## src/rtl/rgb565_nearest_downscale_gray_assert.svh

```systemverilog
// Assertion macros used by the downscaler top level.
`ifndef RGB565_NEAREST_DOWNSCALE_GRAY_ASSERT_SVH
`define RGB565_NEAREST_DOWNSCALE_GRAY_ASSERT_SVH

// Same-cycle implication, checked outside reset.
`define RNGD_ASSERT_IMPLY(lbl, clk, rst_n, ante, cons) \
    lbl: assert property (@(posedge clk) disable iff (!(rst_n)) (ante) |-> (cons)) \
        else $error("rngd assertion failed");

// Next-cycle implication, checked outside reset.
`define RNGD_ASSERT_NEXT(lbl, clk, rst_n, ante, cons) \
    lbl: assert property (@(posedge clk) disable iff (!(rst_n)) (ante) |=> (cons)) \
        else $error("rngd assertion failed");

`endif

```

## src/rtl/rngd_pkg.sv

```systemverilog
// Types, constants and sizing for the RGB565 nearest-neighbor gray downscaler.
package rngd_pkg;

    localparam int OUT_WIDTH      = 320;
    localparam int OUT_HEIGHT     = 240;
    localparam int MAX_SOURCE_DIM = 2048;

    localparam int SRC_W_RESET = 320;
    localparam int SRC_H_RESET = 240;

    localparam int DIM_W   = $clog2(MAX_SOURCE_DIM + 1);
    localparam int SRC_W   = $clog2(MAX_SOURCE_DIM);
    localparam int CQ_W    = $clog2(MAX_SOURCE_DIM / OUT_WIDTH + 1);
    localparam int RQ_W    = $clog2(MAX_SOURCE_DIM / OUT_HEIGHT + 1);
    localparam int COL_RW  = $clog2(OUT_WIDTH);
    localparam int ROW_RW  = $clog2(OUT_HEIGHT);
    localparam int NCOL_W  = $clog2(OUT_WIDTH + 1);
    localparam int NROW_W  = $clog2(OUT_HEIGHT + 1);
    localparam int OCOL_W  = $clog2(OUT_WIDTH);
    localparam int OROW_W  = $clog2(OUT_HEIGHT);

    localparam int GRAY_R = 77;
    localparam int GRAY_G = 150;
    localparam int GRAY_B = 29;

    typedef enum logic [0:0] {
        CFG_SOURCE_WIDTH  = 1'b0,
        CFG_SOURCE_HEIGHT = 1'b1
    } t_cfg_idx;

    typedef struct packed {
        logic [15:0] pixel_rgb565;
        logic        frame_start;
    } t_pix_in;

    typedef struct packed {
        logic [7:0]        gray_value;
        logic [OCOL_W-1:0] out_column;
        logic [OROW_W-1:0] out_row;
        logic              frame_done;
    } t_gray_out;

    // Effective size and its quotient/remainder against the output size.
    typedef struct packed {
        logic [DIM_W-1:0]  size;
        logic [CQ_W-1:0]   quot;
        logic [COL_RW-1:0] rem;
    } t_col_step;

    typedef struct packed {
        logic [DIM_W-1:0]  size;
        logic [RQ_W-1:0]   quot;
        logic [ROW_RW-1:0] rem;
    } t_row_step;

    typedef struct packed {
        t_col_step col;
        t_row_step row;
    } t_scale;

    typedef struct packed {
        logic              hit;
        logic [OCOL_W-1:0] column;
        logic [OROW_W-1:0] row;
        logic              last;
    } t_pos;

endpackage

```

## src/rtl/rgb565_nearest_downscale_gray.sv

```systemverilog
// Top level of the RGB565 nearest-neighbor downscaler with gray output.
//
// Source pixels enter on the i_pix channel (valid/ready) in raster order;
// frame_start marks pixel (0,0). Each transfer lands in an input register,
// one pass of logic decides whether it is the nearest-neighbor sample for
// the next output position and forms its luma, and the gray byte with its
// output column/row goes to a result register on the o_gray channel.
// Pixels that are not sample points produce no result transfer.
// A sampled pixel goes through the input register and then the result
// register to o_gray. Throughput: one source pixel per cycle while o_gray is
// not stalled, set by the single pass from the input to the result register.
// When o_gray stalls, the result register holds and the input register keeps
// one more pixel; o_pix_ready drops only when both are full and the receiver
// is not ready.
// The user must write source width/height via the i_cfg_* port while idle;
// the block does not enforce it. Clamping keeps them between the output size
// and MAX_SOURCE_DIM. Reset loads 320x240 and clears all counters and valids.
`include "rgb565_nearest_downscale_gray_assert.svh"

module rgb565_nearest_downscale_gray (
    input  logic                i_clk,
    input  logic                i_rst_n,
    input  logic                i_cfg_we,
    input  rngd_pkg::t_cfg_idx  i_cfg_idx,
    input  logic [11:0]         i_cfg_data,
    input  logic                i_pix_valid,
    output logic                o_pix_ready,
    input  rngd_pkg::t_pix_in   i_pix,
    output logic                o_gray_valid,
    input  logic                i_gray_ready,
    output rngd_pkg::t_gray_out o_gray
);
    import rngd_pkg::*;

    logic      r_in_valid;
    t_pix_in   r_in;
    logic      r_out_valid;
    t_gray_out r_out;

    t_scale    w_scale;
    t_pos      w_pos;
    logic [7:0] w_gray;
    logic      w_adv;

    assign w_adv       = r_in_valid && (!r_out_valid || i_gray_ready);
    assign o_pix_ready = !r_in_valid || w_adv;

    rngd_cfg u_cfg (
        .i_clk      (i_clk),
        .i_rst_n    (i_rst_n),
        .i_cfg_we   (i_cfg_we),
        .i_cfg_idx  (i_cfg_idx),
        .i_cfg_data (i_cfg_data),
        .o_scale    (w_scale)
    );

    rngd_pos u_pos (
        .i_clk         (i_clk),
        .i_rst_n       (i_rst_n),
        .i_step        (w_adv),
        .i_frame_start (r_in.frame_start),
        .i_scale       (w_scale),
        .o_pos         (w_pos)
    );

    rngd_gray u_gray (
        .i_pixel (r_in.pixel_rgb565),
        .o_gray  (w_gray)
    );

    always_ff @(posedge i_clk) begin
        if (!i_rst_n) begin
            r_in_valid <= 1'b0;
        end else if (o_pix_ready) begin
            r_in_valid <= i_pix_valid;
        end
    end

    always_ff @(posedge i_clk) begin
        if (o_pix_ready && i_pix_valid) begin
            r_in <= i_pix;
        end
    end

    always_ff @(posedge i_clk) begin
        if (!i_rst_n) begin
            r_out_valid <= 1'b0;
        end else if (w_adv) begin
            r_out_valid <= w_pos.hit;
        end else if (i_gray_ready) begin
            r_out_valid <= 1'b0;
        end
    end

    always_ff @(posedge i_clk) begin
        if (w_adv && w_pos.hit) begin
            r_out.gray_value <= w_gray;
            r_out.out_column <= w_pos.column;
            r_out.out_row    <= w_pos.row;
            r_out.frame_done <= w_pos.last;
        end
    end

    assign o_gray_valid = r_out_valid;
    assign o_gray       = r_out;

    `RNGD_ASSERT_IMPLY(a_done_at_corner, i_clk, i_rst_n, o_gray_valid && o_gray.frame_done, (o_gray.out_column == OCOL_W'(OUT_WIDTH - 1)) && (o_gray.out_row == OROW_W'(OUT_HEIGHT - 1)))
    `RNGD_ASSERT_IMPLY(a_pos_in_range, i_clk, i_rst_n, o_gray_valid, (o_gray.out_column < OCOL_W'(OUT_WIDTH - 1) || o_gray.out_column == OCOL_W'(OUT_WIDTH - 1)) && (o_gray.out_row < OROW_W'(OUT_HEIGHT - 1) || o_gray.out_row == OROW_W'(OUT_HEIGHT - 1)))
    `RNGD_ASSERT_IMPLY(a_stall_only_full, i_clk, i_rst_n, !o_pix_ready, r_in_valid && r_out_valid && !i_gray_ready)
    `RNGD_ASSERT_NEXT(a_held_pixel_kept, i_clk, i_rst_n, r_in_valid && !w_adv, r_in_valid && $stable(r_in))

endmodule

```

## src/rtl/rngd_cfg.sv

```systemverilog
// Size registers with clamping and precomputed sample-step quotient and remainder.
module rngd_cfg (
    input  logic                i_clk,
    input  logic                i_rst_n,
    input  logic                i_cfg_we,
    input  rngd_pkg::t_cfg_idx  i_cfg_idx,
    input  logic [11:0]         i_cfg_data,
    output rngd_pkg::t_scale    o_scale
);
    import rngd_pkg::*;

    function automatic logic [DIM_W-1:0] clamp_dim(input logic [11:0] v, input int lo);
        logic [DIM_W-1:0] x;
        x = DIM_W'(v);
        if (x < DIM_W'(lo)) begin
            return DIM_W'(lo);
        end
        if (x > DIM_W'(MAX_SOURCE_DIM)) begin
            return DIM_W'(MAX_SOURCE_DIM);
        end
        return x;
    endfunction

    function automatic t_col_step make_col(input logic [11:0] v);
        t_col_step s;
        logic [DIM_W-1:0] prod;
        s.size = clamp_dim(v, OUT_WIDTH);
        s.quot = '0;
        for (int k = 1; k <= MAX_SOURCE_DIM / OUT_WIDTH; k++) begin
            if (s.size >= DIM_W'(k * OUT_WIDTH)) begin
                s.quot = CQ_W'(k);
            end
        end
        prod  = DIM_W'(s.quot) * DIM_W'(OUT_WIDTH);
        s.rem = COL_RW'(s.size - prod);
        return s;
    endfunction

    function automatic t_row_step make_row(input logic [11:0] v);
        t_row_step s;
        logic [DIM_W-1:0] prod;
        s.size = clamp_dim(v, OUT_HEIGHT);
        s.quot = '0;
        for (int k = 1; k <= MAX_SOURCE_DIM / OUT_HEIGHT; k++) begin
            if (s.size >= DIM_W'(k * OUT_HEIGHT)) begin
                s.quot = RQ_W'(k);
            end
        end
        prod  = DIM_W'(s.quot) * DIM_W'(OUT_HEIGHT);
        s.rem = ROW_RW'(s.size - prod);
        return s;
    endfunction

    t_scale r_scale;
    t_scale n_scale;

    always_comb begin
        n_scale = r_scale;
        if (i_cfg_we) begin
            unique case (i_cfg_idx)
                CFG_SOURCE_WIDTH:  n_scale.col = make_col(i_cfg_data);
                CFG_SOURCE_HEIGHT: n_scale.row = make_row(i_cfg_data);
                default:           n_scale = r_scale;
            endcase
        end
    end

    always_ff @(posedge i_clk) begin
        if (!i_rst_n) begin
            r_scale.col <= make_col(12'(SRC_W_RESET));
            r_scale.row <= make_row(12'(SRC_H_RESET));
        end else begin
            r_scale <= n_scale;
        end
    end

    assign o_scale = r_scale;

endmodule

```

## src/rtl/rngd_gray.sv

```systemverilog
// RGB565 to 8-bit luma: bit-replicate channels, weighted sum, take the high byte.
module rngd_gray (
    input  logic [15:0] i_pixel,
    output logic [7:0]  o_gray
);
    import rngd_pkg::*;

    logic [7:0]  w_r8;
    logic [7:0]  w_g8;
    logic [7:0]  w_b8;
    logic [15:0] w_sum;

    assign w_r8  = {i_pixel[15:11], i_pixel[15:13]};
    assign w_g8  = {i_pixel[10:5],  i_pixel[10:9]};
    assign w_b8  = {i_pixel[4:0],   i_pixel[4:2]};
    assign w_sum = 16'(w_r8) * 16'(GRAY_R) + 16'(w_g8) * 16'(GRAY_G)
                 + 16'(w_b8) * 16'(GRAY_B);
    assign o_gray = w_sum[15:8];

endmodule

```

## src/rtl/rngd_pos.sv

```systemverilog
// Source and output position counters with remainder-walk sample targets.
module rngd_pos (
    input  logic             i_clk,
    input  logic             i_rst_n,
    input  logic             i_step,
    input  logic             i_frame_start,
    input  rngd_pkg::t_scale i_scale,
    output rngd_pkg::t_pos   o_pos
);
    import rngd_pkg::*;

    logic [SRC_W-1:0]  r_src_col, n_src_col, e_src_col;
    logic [SRC_W-1:0]  r_src_row, n_src_row, e_src_row;
    logic [NCOL_W-1:0] r_ncol, n_ncol, e_ncol;
    logic [DIM_W-1:0]  r_col_tgt, n_col_tgt, e_col_tgt;
    logic [COL_RW-1:0] r_col_rem, n_col_rem, e_col_rem;
    logic [NROW_W-1:0] r_nrow, n_nrow, e_nrow;
    logic [DIM_W-1:0]  r_row_tgt, n_row_tgt, e_row_tgt;
    logic [ROW_RW-1:0] r_row_rem, n_row_rem, e_row_rem;

    logic              w_row_hit;
    logic              w_hit;
    logic              w_row_end;
    logic              w_frame_end;
    logic [COL_RW:0]   w_col_sum;
    logic              w_col_wrap;
    logic [ROW_RW:0]   w_row_sum;
    logic              w_row_wrap;

    always_comb begin
        // Frame start clears every counter before the pixel is looked at.
        e_src_col = i_frame_start ? '0 : r_src_col;
        e_src_row = i_frame_start ? '0 : r_src_row;
        e_ncol    = i_frame_start ? '0 : r_ncol;
        e_col_tgt = i_frame_start ? '0 : r_col_tgt;
        e_col_rem = i_frame_start ? '0 : r_col_rem;
        e_nrow    = i_frame_start ? '0 : r_nrow;
        e_row_tgt = i_frame_start ? '0 : r_row_tgt;
        e_row_rem = i_frame_start ? '0 : r_row_rem;

        w_row_hit = (DIM_W'(e_src_row) == e_row_tgt) && (e_nrow < NROW_W'(OUT_HEIGHT));
        w_hit     = w_row_hit && (DIM_W'(e_src_col) == e_col_tgt)
                 && (e_ncol < NCOL_W'(OUT_WIDTH));
        w_row_end   = (DIM_W'(e_src_col) + DIM_W'(1)) >= i_scale.col.size;
        w_frame_end = (DIM_W'(e_src_row) + DIM_W'(1)) >= i_scale.row.size;

        w_col_sum  = (COL_RW+1)'(e_col_rem) + (COL_RW+1)'(i_scale.col.rem);
        w_col_wrap = w_col_sum >= (COL_RW+1)'(OUT_WIDTH);
        w_row_sum  = (ROW_RW+1)'(e_row_rem) + (ROW_RW+1)'(i_scale.row.rem);
        w_row_wrap = w_row_sum >= (ROW_RW+1)'(OUT_HEIGHT);

        n_src_col = e_src_col;
        n_src_row = e_src_row;
        n_ncol    = e_ncol;
        n_col_tgt = e_col_tgt;
        n_col_rem = e_col_rem;
        n_nrow    = e_nrow;
        n_row_tgt = e_row_tgt;
        n_row_rem = e_row_rem;

        if (w_hit) begin
            n_ncol    = e_ncol + NCOL_W'(1);
            n_col_tgt = e_col_tgt + DIM_W'(i_scale.col.quot) + DIM_W'(w_col_wrap);
            n_col_rem = w_col_wrap ? COL_RW'(w_col_sum - (COL_RW+1)'(OUT_WIDTH))
                                   : COL_RW'(w_col_sum);
        end

        if (w_row_end) begin
            n_src_col = '0;
            n_ncol    = '0;
            n_col_tgt = '0;
            n_col_rem = '0;
            if (w_row_hit) begin
                n_nrow    = e_nrow + NROW_W'(1);
                n_row_tgt = e_row_tgt + DIM_W'(i_scale.row.quot) + DIM_W'(w_row_wrap);
                n_row_rem = w_row_wrap ? ROW_RW'(w_row_sum - (ROW_RW+1)'(OUT_HEIGHT))
                                       : ROW_RW'(w_row_sum);
            end
            if (w_frame_end) begin
                // Wrap to the top as if a new frame had started.
                n_src_row = '0;
                n_nrow    = '0;
                n_row_tgt = '0;
                n_row_rem = '0;
            end else begin
                n_src_row = e_src_row + SRC_W'(1);
            end
        end else begin
            n_src_col = e_src_col + SRC_W'(1);
        end
    end

    always_ff @(posedge i_clk) begin
        if (!i_rst_n) begin
            r_src_col <= '0;
            r_src_row <= '0;
            r_ncol    <= '0;
            r_col_tgt <= '0;
            r_col_rem <= '0;
            r_nrow    <= '0;
            r_row_tgt <= '0;
            r_row_rem <= '0;
        end else if (i_step) begin
            r_src_col <= n_src_col;
            r_src_row <= n_src_row;
            r_ncol    <= n_ncol;
            r_col_tgt <= n_col_tgt;
            r_col_rem <= n_col_rem;
            r_nrow    <= n_nrow;
            r_row_tgt <= n_row_tgt;
            r_row_rem <= n_row_rem;
        end
    end

    assign o_pos.hit    = w_hit;
    assign o_pos.column = OCOL_W'(e_ncol);
    assign o_pos.row    = OROW_W'(e_nrow);
    assign o_pos.last   = (e_ncol == NCOL_W'(OUT_WIDTH - 1))
                       && (e_nrow == NROW_W'(OUT_HEIGHT - 1));

endmodule

```

## config.mk

```make
export PLATFORM = sky130hd
export DESIGN_NAME = rgb565_nearest_downscale_gray
export DESIGN_NICKNAME = d
export VERILOG_FILES = /design/src/rtl/rngd_pkg.sv /design/src/rtl/rgb565_nearest_downscale_gray.sv /design/src/rtl/rngd_cfg.sv /design/src/rtl/rngd_gray.sv /design/src/rtl/rngd_pos.sv
export VERILOG_INCLUDE_DIRS = /design/src /design/src/rtl
export SDC_FILE = /design/constraint.sdc
export NUM_CORES = 1
export LEC_CHECK = 0
export ABC_CLOCK_PERIOD_IN_PS = 12500
export BUFFER_PORTS_ARGS = -buffer_cell sky130_fd_sc_hd__buf_4
export CAP_MARGIN = 10
export CORE_UTILIZATION = 45
export CTS_CLUSTER_SIZE = 20
export DETAILED_ROUTE_END_ITERATION = 12
export SLEW_MARGIN = 0
export SYNTH_ARGS = -nofsm -noshare
export SYNTH_HDL_FRONTEND = slang
export SYNTH_HIERARCHICAL = 1
export SYNTH_SLANG_ARGS = --single-unit
```

## constraint.sdc

```tcl
create_clock -name i_clk -period 12.5 [get_ports i_clk]
set_input_delay 0.625 -clock i_clk [delete_from_list [all_inputs] [get_ports i_clk]]
set_output_delay 0.625 -clock i_clk [all_outputs]
set_load 0.03 [all_outputs]
```

### Yosys cells after proc, flatten, opt, wreduce, memory -nomap -nowiden

Index checks and enable logic that the tools add are counted.

* mux-type cells: 73
* equal/unequal tests: 4
* magnitude comparators: 23
* bitwise logic cells: 1
* reduce and logical (&&, ||, !) cells: 14
* $mul: 5
* $add $sub $neg: 18

Operators with widths (number)
* $mux 12: 19
* $ge 12x11->1 const B: 7
* $mux 8: 9
* $mux 9: 7
* $mux 11: 5
* $ge 12x10->1 const B: 4
* $mul 8x7->15 const B: 2
* $mux 3: 9
* $add 11x1->12 const B: 2
* $add 12x1->12: 2
* $eq 11x12->1: 2
* $ge 12x12->1: 2
* $ge 12x9->1 const B: 2
* $add 11x1->11 const B: 2
* $mux 1: 17
* $add 15x16->16: 1
* $add 16x13->16: 1
* $mul 8x5->13 const B: 1
* $add 12x3->12: 1
* $add 12x4->12: 1
* $ge 12x8->1 const B: 1
* $gt 12x12->1 const B: 1
* $lt 12x8->1 const B: 1
* $lt 12x9->1 const B: 1
* 24 further kinds: 38

* output and inout port bits: 28
* bits of input ports: 35
* logic and storage cells: 160
* register bits after elaboration: 173

### Depth between registers and ports, before layout

Gate-level depths: netlist of run 1.

* depth after elaboration: 24
* depth in mapped cells: 27
* gate-level depth less buffers: 23

### By module

The synthesis of run 1 kept the hierarchy.

Modules (own cells, without submodules)
* rngd_pos: cells each 854, area each 6520.0 µm², times used 1
* rngd_gray: cells each 334, area each 3160.5 µm², times used 1
* rngd_cfg: cells each 250, area each 2120.8 µm², times used 1
* rgb565_nearest_downscale_gray: cells each 56, area each 1403.8 µm², times used 1

### Worst setup path after synthesis of run 1

No wires, ideal clock.

* path kind: register -> register
* from: reg r_in[10] (netlist name)
* to: reg r_out (netlist bit o_gray[25]), data pin
* slack: 6329 ps
* arrival time: 5902 ps
* required time: 12231 ps
* buffers on the path: 0
* cell stages (with the launch flop): 20
* period minus slack after synthesis: 6171 ps
* path through: edfxtp_1 > ha_1 > ha_1 > inv_1 > fa_1 > inv_1 > fa_1 > ha_1 > xnor2_1 > fa_1 > fa_1 > inv_1 > fa_1 > fa_1 > inv_1 > ha_1 > nand4_1 > or3_1 > o211a_1 > xor3_1

* cells in the longest elaborated chain, start to end: 3

RTL lines
* start: declaration: RTL line rgb565_nearest_downscale_gray.sv:36 `t_pix_in r_in;`
* start signal: assignment: RTL line rgb565_nearest_downscale_gray.sv:81 `r_in <= i_pix;`
* $mul 8x7->15: RTL line rngd_gray.sv:16 `assign w_sum = 16'(w_r8) * 16'(GRAY_R) + 16'(w_g8) * 16'(GRAY_G)`
* $add 15x16->16: RTL line rngd_gray.sv:16
* $add 16x13->16: RTL line rngd_gray.sv:17 `+ 16'(w_b8) * 16'(GRAY_B);`
* named net w_gray[7]: RTL line rgb565_nearest_downscale_gray.sv:42 `logic [7:0] w_gray;`
* end: declaration: RTL line rgb565_nearest_downscale_gray.sv:38 `t_gray_out r_out;`

The timed path passes the listed nets, and every way through them passes these cells.
A chain may end at the register's enable or synchronous reset.

### Final worst setup path of run 1

Same ends and word-level chain as after synthesis.

==> flow_summary.toml, run 1 <==
[synth]
synth_cells = 1494
synth-seq-area-share = 0.280
synthMuxAreaShare = 0.0117
synthesis.area_sq_um = 13200
avgSynthCellArea_sq_um = 8.84
synth_top_family_by_area = "adder cells"
yosys.area_share.simple = 0.192
synth_edf_count = 43
synth.top_cell.area_share = 0.182
synth_compound_area_frac = 0.173
async_reset_ff_frac = 0
ys.warnings.count = 6
yosys.area_share.adder = 0.224
synth_xor_xnor_area_share = 0.0522
syn_nets = 1728
synth_ff_type = "dfxtp_1"
synthTopCellsByArea = "dfxtp_1 (18%), ha_1 (13%), edfxtp_1 (9.8%), fa_1 (9.1%), inv_1 (3.9%)"
synth.largest_area_cell = "dfxtp_1"
ys_ff_latch = 163
ys_types = 99

[cells_and_area]
multi_input_area_sq_um = 8630
diodes = 0
nNetsFinal = 1746
synthToLayoutAreaGrowth_pct = 9.47
drive_gt1_frac = 0.0944
fin_cells = 1909
fillCellCount = 2792
ff_latch_area_sq_um = 3690

[timing]
slew_viol_final = 0
tns_ns = 0
slew_headroom = 0.282
hold_viol_final = 0
worst-slew-pin-transition_ns = 1.07
setup_violations = 0
rsz0062_at_grt = "false"
skew_ns = 0.0156
fmax_mhz = 155
fin_crit_sh = 0.517
min_period_ns = 6.47

[floorplanning]
die_h_microns = 173
dieArea_sq_um = 30000
core_area_sq_um = 28800
fp.dieW_microns = 173
rows = 62
start_util = 0.459
num_io_pins = 63

[global_route]
grt_pass1_wl_microns = 52400
grt_max_degree = 64
grt_pass1_vias = 10241
busiest_layer = "met2"
grt.total_usage = 0.216
grt_use_met1 = 0.280
antenna_found_initial = 0
use_met2 = 0.366
overflow = 0
grt_use_met3 = 0.0320

[placement]
port_buffers = 62
gp_congestion = 0.878
dp_hpwl_microns = 23800
numPlacedInstances = 1877

[critical_path]
path_class = "reg2reg"
crit_path_start_kind = "register"
cp.arrival_ns = 6.65
ff2ff_path_depth = 19
crit-reg2reg-capture = "o_gray[25]"
cp.required_ns = 12.69
path_cells = "ha_1, ha_1, inv_1, fa_1, inv_1, fa_1, ha_1, xnor2_1, fa_1, fa_1, inv_1, fa_1, fa_1, inv_1, ha_1, nand4_1, or3_1, o211a_1, xor3_1"
slowest_stage = "fa_1"
critPathBufInv = 4
crit_path_max_incr_delay_ns = 0.55
r2r_slack_ns = 6.03
cpLargestDelayFamily = "adder cells"
end_kind = "register"
r2r_start = "r_in[10]"
critPathMostFrequentCell = "fa_1"
critPathMaxFanout = 8

[pwr]
vdd_ir_drop_max_uv = 254
p_sw_mw = 1.20
p_leak_nw = 6.16
pwr-share-comb = 0.568
power_density_nw_per_um2 = 191
clock_power_share = 0.191
switching_share = 0.433
sequentialPowerShare = 0.240
p_int_mw = 1.57

[clock_network]
clock_latency_ns = 0.45
ctsHoldBuffers = 0
h-tree-depth = 4
clock_path_buffers = 2
cts-root-buf = "clkbuf_16"
cts_resized = 0
cts_sinks = 163
cts_tree = "yes"
cts.clk_slew.worst_paths_ns = 0.08
cts_buffers = 17
post_cts_buffers = 0

[drt]
drtAntennaViolNets = 0
wl_per_cell_microns = 16.6
finalWirelength_microns = 31600
vias = 10612
dr.pass1.iters = 5
first_iter_violations = 631
drc = 0
viasPerCell = 5.56

[outcome]
outcome = "finished, final reports clean"

[hold_path]
min_to = "r_in[13]"
hold_path_startpoint = "i_pix[13]"
hp-class = "in2reg"
min_path_cells = 1

[flow_run]
maxCapViolations = 0
-- kinds of logic after synthesis --
kind of cell / count (synthesis)
fa+ha+maj: 201
xor+xnor: 77
simple gates: 489
compound gates: 337
buf+inv: 212
mux: 15
flops: 163
-- Yosys cell counts (12+ instances only) --
| library cell | number |
|---|---|
| a211oi_1 | 15 |
| xnor2_1 | 48 |
| dfxtp_1 | 120 |
| nor2b_1 | 57 |
| buf_2 | 15 |
| nand4_1 | 12 |
| nand3_1 | 56 |
| o21ai_0 | 71 |
| ha_1 | 139 |
| fa_1 | 60 |
| clkbuf_1 | 38 |
| nor3_1 | 28 |
| xor2_1 | 28 |
| a21o_1 | 17 |
| nor2_1 | 97 |
| nand2_1 | 132 |
| o21a_1 | 13 |
| a21oi_1 | 76 |
| nand2b_1 | 13 |
| inv_1 | 137 |
| edfxtp_1 | 43 |
| and3_1 | 23 |
| a22oi_1 | 33 |
-- area by class of cell --
cell class	count	area share
Tap cell	384	0.0332
Timing Repair Buffer	72	0.0374
Sequential cell	163	0.256
Clock buffer	17	0.0294
Multi-Input combinational cell	1119	0.597
Clock inverter	15	0.0113
Inverter	139	0.0361
-- sequential cells by signal (all words and copies together) (netlist names) --
signal,cells
u_pos/r_row_rem,8
u_pos/r_nrow,8
u_pos/r_row_tgt,12
u_cfg/o_scale,38
u_pos/r_col_rem,9
o_gray_valid,1
o_gray,26
r_in_valid,1
u_pos/r_ncol,9
u_pos/r_col_tgt,12
r_in,17
u_pos/r_src_row,11
u_pos/r_src_col,11
-- worst max path at each step --
stage              from          to  slack, ns  depth (start not counted)
2_1_floorplan  r_in[10]  o_gray[25]       6.33                         19
3_5_place_dp   r_in[10]  o_gray[25]       6.01                         19
4_1_cts        r_in[10]  o_gray[25]       5.99                         19
6_report       r_in[10]  o_gray[25]       6.03                         19
5_1_grt        r_in[10]  o_gray[25]       5.74                         19
3_3_place_gp   r_in[10]  o_gray[25]       6.07                         19
-- per-stage QoR --
step	cell area, sq um	power [mW]	worst slack [ns]	hold WS (ns)	util
finish	14500	2.76	6.03	0.358	0.502
global route	14500	3.00	5.74	0.340	0.502
detailed placement	13900	2.24	6.01	0.440	0.482
CTS	14500	2.78	5.99	0.339	0.502
global placement	13900	2.19	6.07	0.429	0.482
floorplan	13200	1.88	6.33	0.418	-
-- power by group through the flow --
stage / clock (mW) / sequential [mW] / combinational (mW)
global route: 0.562 / 0.667 / 1.77
CTS: 0.541 / 0.665 / 1.58
finish: 0.529 / 0.664 / 1.57
floorplan: 0 / 0.697 / 1.19
detailed placement: 0 / 0.677 / 1.56
global placement: 0 / 0.677 / 1.51
-- per-layer routing --
metal / routed length [microns] / part of all wire / up-vias
met5: 0 / 0 / -
li1: - / - / 5297
met2: 15300 / 0.48 / 194
met3: 1060 / 0.033 / 35
met4: 612 / 0.019 / 0
met1: 14700 / 0.46 / 5086
-- layout by cell type (no fill, tap or decap), types with 7 or more instances in the layout --
cell type and instances:
inv_1 137, o211ai_1 7, o21a_1 13, xnor2_1 48, a211o_1 7, edfxtp_1 43
nor2b_1 57, xor2_1 28, nor4_1 11, mux2i_1 11, or3_1 8, nand3_1 56
a22oi_1 33, o21ai_0 71, fa_1 60, a31oi_1 9, and2_1 8, and3_1 23
ha_1 139, a211oi_1 15, nand2_1 132, buf_4 72, nor2_1 96, a21o_1 17
clkbuf_16 17, nor3_1 28, dfxtp_1 120, a21oi_1 76, a21boi_0 10, nand4_1 12
nand2b_1 13
(Power assumes the default switching activity.)
==> inputs of run 2 (changes only) <==
--- a/config.mk
+++ b/config.mk
@@ -6,7 +6,7 @@
 export SDC_FILE = /design/constraint.sdc
 export NUM_CORES = 1
 export LEC_CHECK = 0
-export ABC_CLOCK_PERIOD_IN_PS = 12500
+export ABC_CLOCK_PERIOD_IN_PS = 6390
 export BUFFER_PORTS_ARGS = -buffer_cell sky130_fd_sc_hd__buf_4
 export CAP_MARGIN = 10
 export CORE_UTILIZATION = 45
==> constraint.sdc (replaced) <==
create_clock -name i_clk -period 6.39 [get_ports i_clk]
set_input_delay 0.3195 -clock i_clk [delete_from_list [all_inputs] [get_ports i_clk]]
set_output_delay 0.3195 -clock i_clk [all_outputs]
set_load 0.03 [all_outputs]
==> run 2 against run 1 <==
  * Global-route usage increased by 0.17 points
  * Count of clock-buffer cells in the layout unchanged
  * Power increased by 100%
  * First-iteration DRC count increased by 2.9%
  * Cell area increased by 1.5%
  * Via count increased by 1.3%
  * Utilization increased by 0.76 points
  * Wire length increased by 1.4%
  * Clock skew about the same
  * Register-to-register slack got worse by 5.8 ns
  * Critical endpoint unchanged
==> flow_summary.toml, run 2 (same netlist as run 1, synthesis figures left out) <==
[placement]
gp_congestion = 0.881
place_area_sq_um = 14000
post-place-ws_ns = 0.122
port_buffers = 62
dp_hpwl_microns = 24500

[drt]
drc = 0
viasPerCell = 5.58
drtAntennaViolNets = 0
finalWirelength_microns = 32100
wl_met2_microns = 15300
first_iter_violations = 649
top_layer = "met4"
wl_met3_microns = 969
dr.pass1.iters = 5
wl_met1_microns = 14900
wl_per_cell_microns = 16.6
vias = 10752

[cells_and_area]
diodes = 0
largest_reg_flops = 38
nNetsFinal = 1765
drive_gt1_frac = 0.109
final_area_sq_um = 14700
mostFrequentLayoutCells = "inv_1 (137), ha_1 (137), nand2_1 (132)"
synthToLayoutAreaGrowth_pct = 11.1

[timing]
rsz0062_at_grt = "false"
fmax_mhz = 163
setup_violations = 0
tns_ns = 0
worst-slew-pin-transition_ns = 1.06
min_period_ns = 6.14
whs_ns = 0.0503
slew_headroom = 0.288
worst_slack_ns = 0.246
slew_viol_final = 0
skew_ns = 0.0161
hold_viol_final = 0
fin_crit_sh = 0.961

[hold_path]
hp-class = "in2reg"

[floorplanning]
num_io_pins = 63
start_util = 0.459
rows = 62
fp.dieW_microns = 173
dieArea_sq_um = 30000
core_area_sq_um = 28800
die_h_microns = 173

[outcome]
outcome = "finished, final reports clean"

[global_route]
grt.total_usage = 0.218
overflow = 0
antenna_found_initial = 0
grt_max_degree = 55
grt_pass1_vias = 10366
grt_pass1_wl_microns = 53000

[clock_network]
h-tree-depth = 4
cts_sinks = 163
cts_tree = "yes"
cts-root-buf = "clkbuf_16"
cts.clk_slew.worst_paths_ns = 0.08
ctsHoldBuffers = 0
cts_buffers = 17
clock_path_buffers = 2
clock_latency_ns = 0.44

[critical_path]
path_class = "reg2reg"
cp.required_ns = 6.56
end_kind = "register"
crit_path_start_kind = "register"
critPathMostFrequentCell = "fa_1"
crit_path_max_incr_delay_ns = 0.55
critPathBufInv = 4
cp.arrival_ns = 6.31
cpLargestDelayFamily = "adder cells"
critPathMaxFanout = 4
slowest_stage = "fa_1"
path_cells = "ha_1, ha_1, inv_1, fa_1, inv_1, fa_1, ha_4, xnor2_2, fa_1, fa_1, inv_1, fa_1, fa_1, inv_1, ha_1, nand4_1, or3_1, o211a_1, xor3_1"

[pwr]
p_leak_nw = 6.26
vdd_ir_drop_max_uv = 497
power_density_nw_per_um2 = 380

[flow_run]
maxCapViolations = 0
[run 2: metrics by stage]
stage | std cells | util | total power, mW
6_report | 1928 | 0.510 | 5.57
3_3_place_gp | 1893 | 0.486 | 4.31
2_1_floorplan | 1494 | - | 3.69
4_1_cts | 1925 | 0.508 | 5.45
3_5_place_dp | 1893 | 0.486 | 4.38
5_1_grt | 1928 | 0.510 | 6.11
[run 2: report_power, final]
group          switching [mW]  internal (mW)  total (mW)
logic                    1.79           1.44        3.23
clock network           0.512          0.532        1.04
registers              0.0522           1.25        1.30
[run 2: path summary, 6_finish.rpt]
kind         cells past startpoint              start                end  slack (ns)
max                             19            r_in[8]         o_gray[25]        0.25
min                              1          i_pix[12]           r_in[12]        0.05
max reg2reg                     19            r_in[8]         o_gray[25]        0.25
min reg2reg                      2  u_cfg/o_scale[23]  u_cfg/o_scale[23]        0.46
[run 2: worst reg2reg max path, delay by kind of cell, from the launching register on]
| family | cells | cell delay [ns] |
|---|---|---|
| fa+ha+maj | 10 | 4.24 |
| xor+xnor | 2 | 0.32 |
| simple gates | 2 | 0.52 |
| flops | 1 | 0.39 |
| buf+inv | 4 | 0.19 |
| compound gates | 1 | 0.23 |
[run 2: cell type report]
class | count | area (sq um)
clock buffer | 17 | 425
tap | 384 | 480
fill | 2706 | 14100
sequential | 163 | 3690
clock inverter | 15 | 186
timing repair buffer | 91 | 696
inverter | 139 | 522
multi-input combinational | 1119 | 8670
[run 2: what timing repair did]
item / CTS / global route
resized for setup: 0 / 6
setup buffers: 0 / 3
endpoints found under the setup margin: 0 / 2
[run 2: metal layers]
metal  vias up  track usage
met5         -            0
met4         0       0.0859
met3        54       0.0254
met2       212        0.365
met1      5143        0.285
li1       5343            -
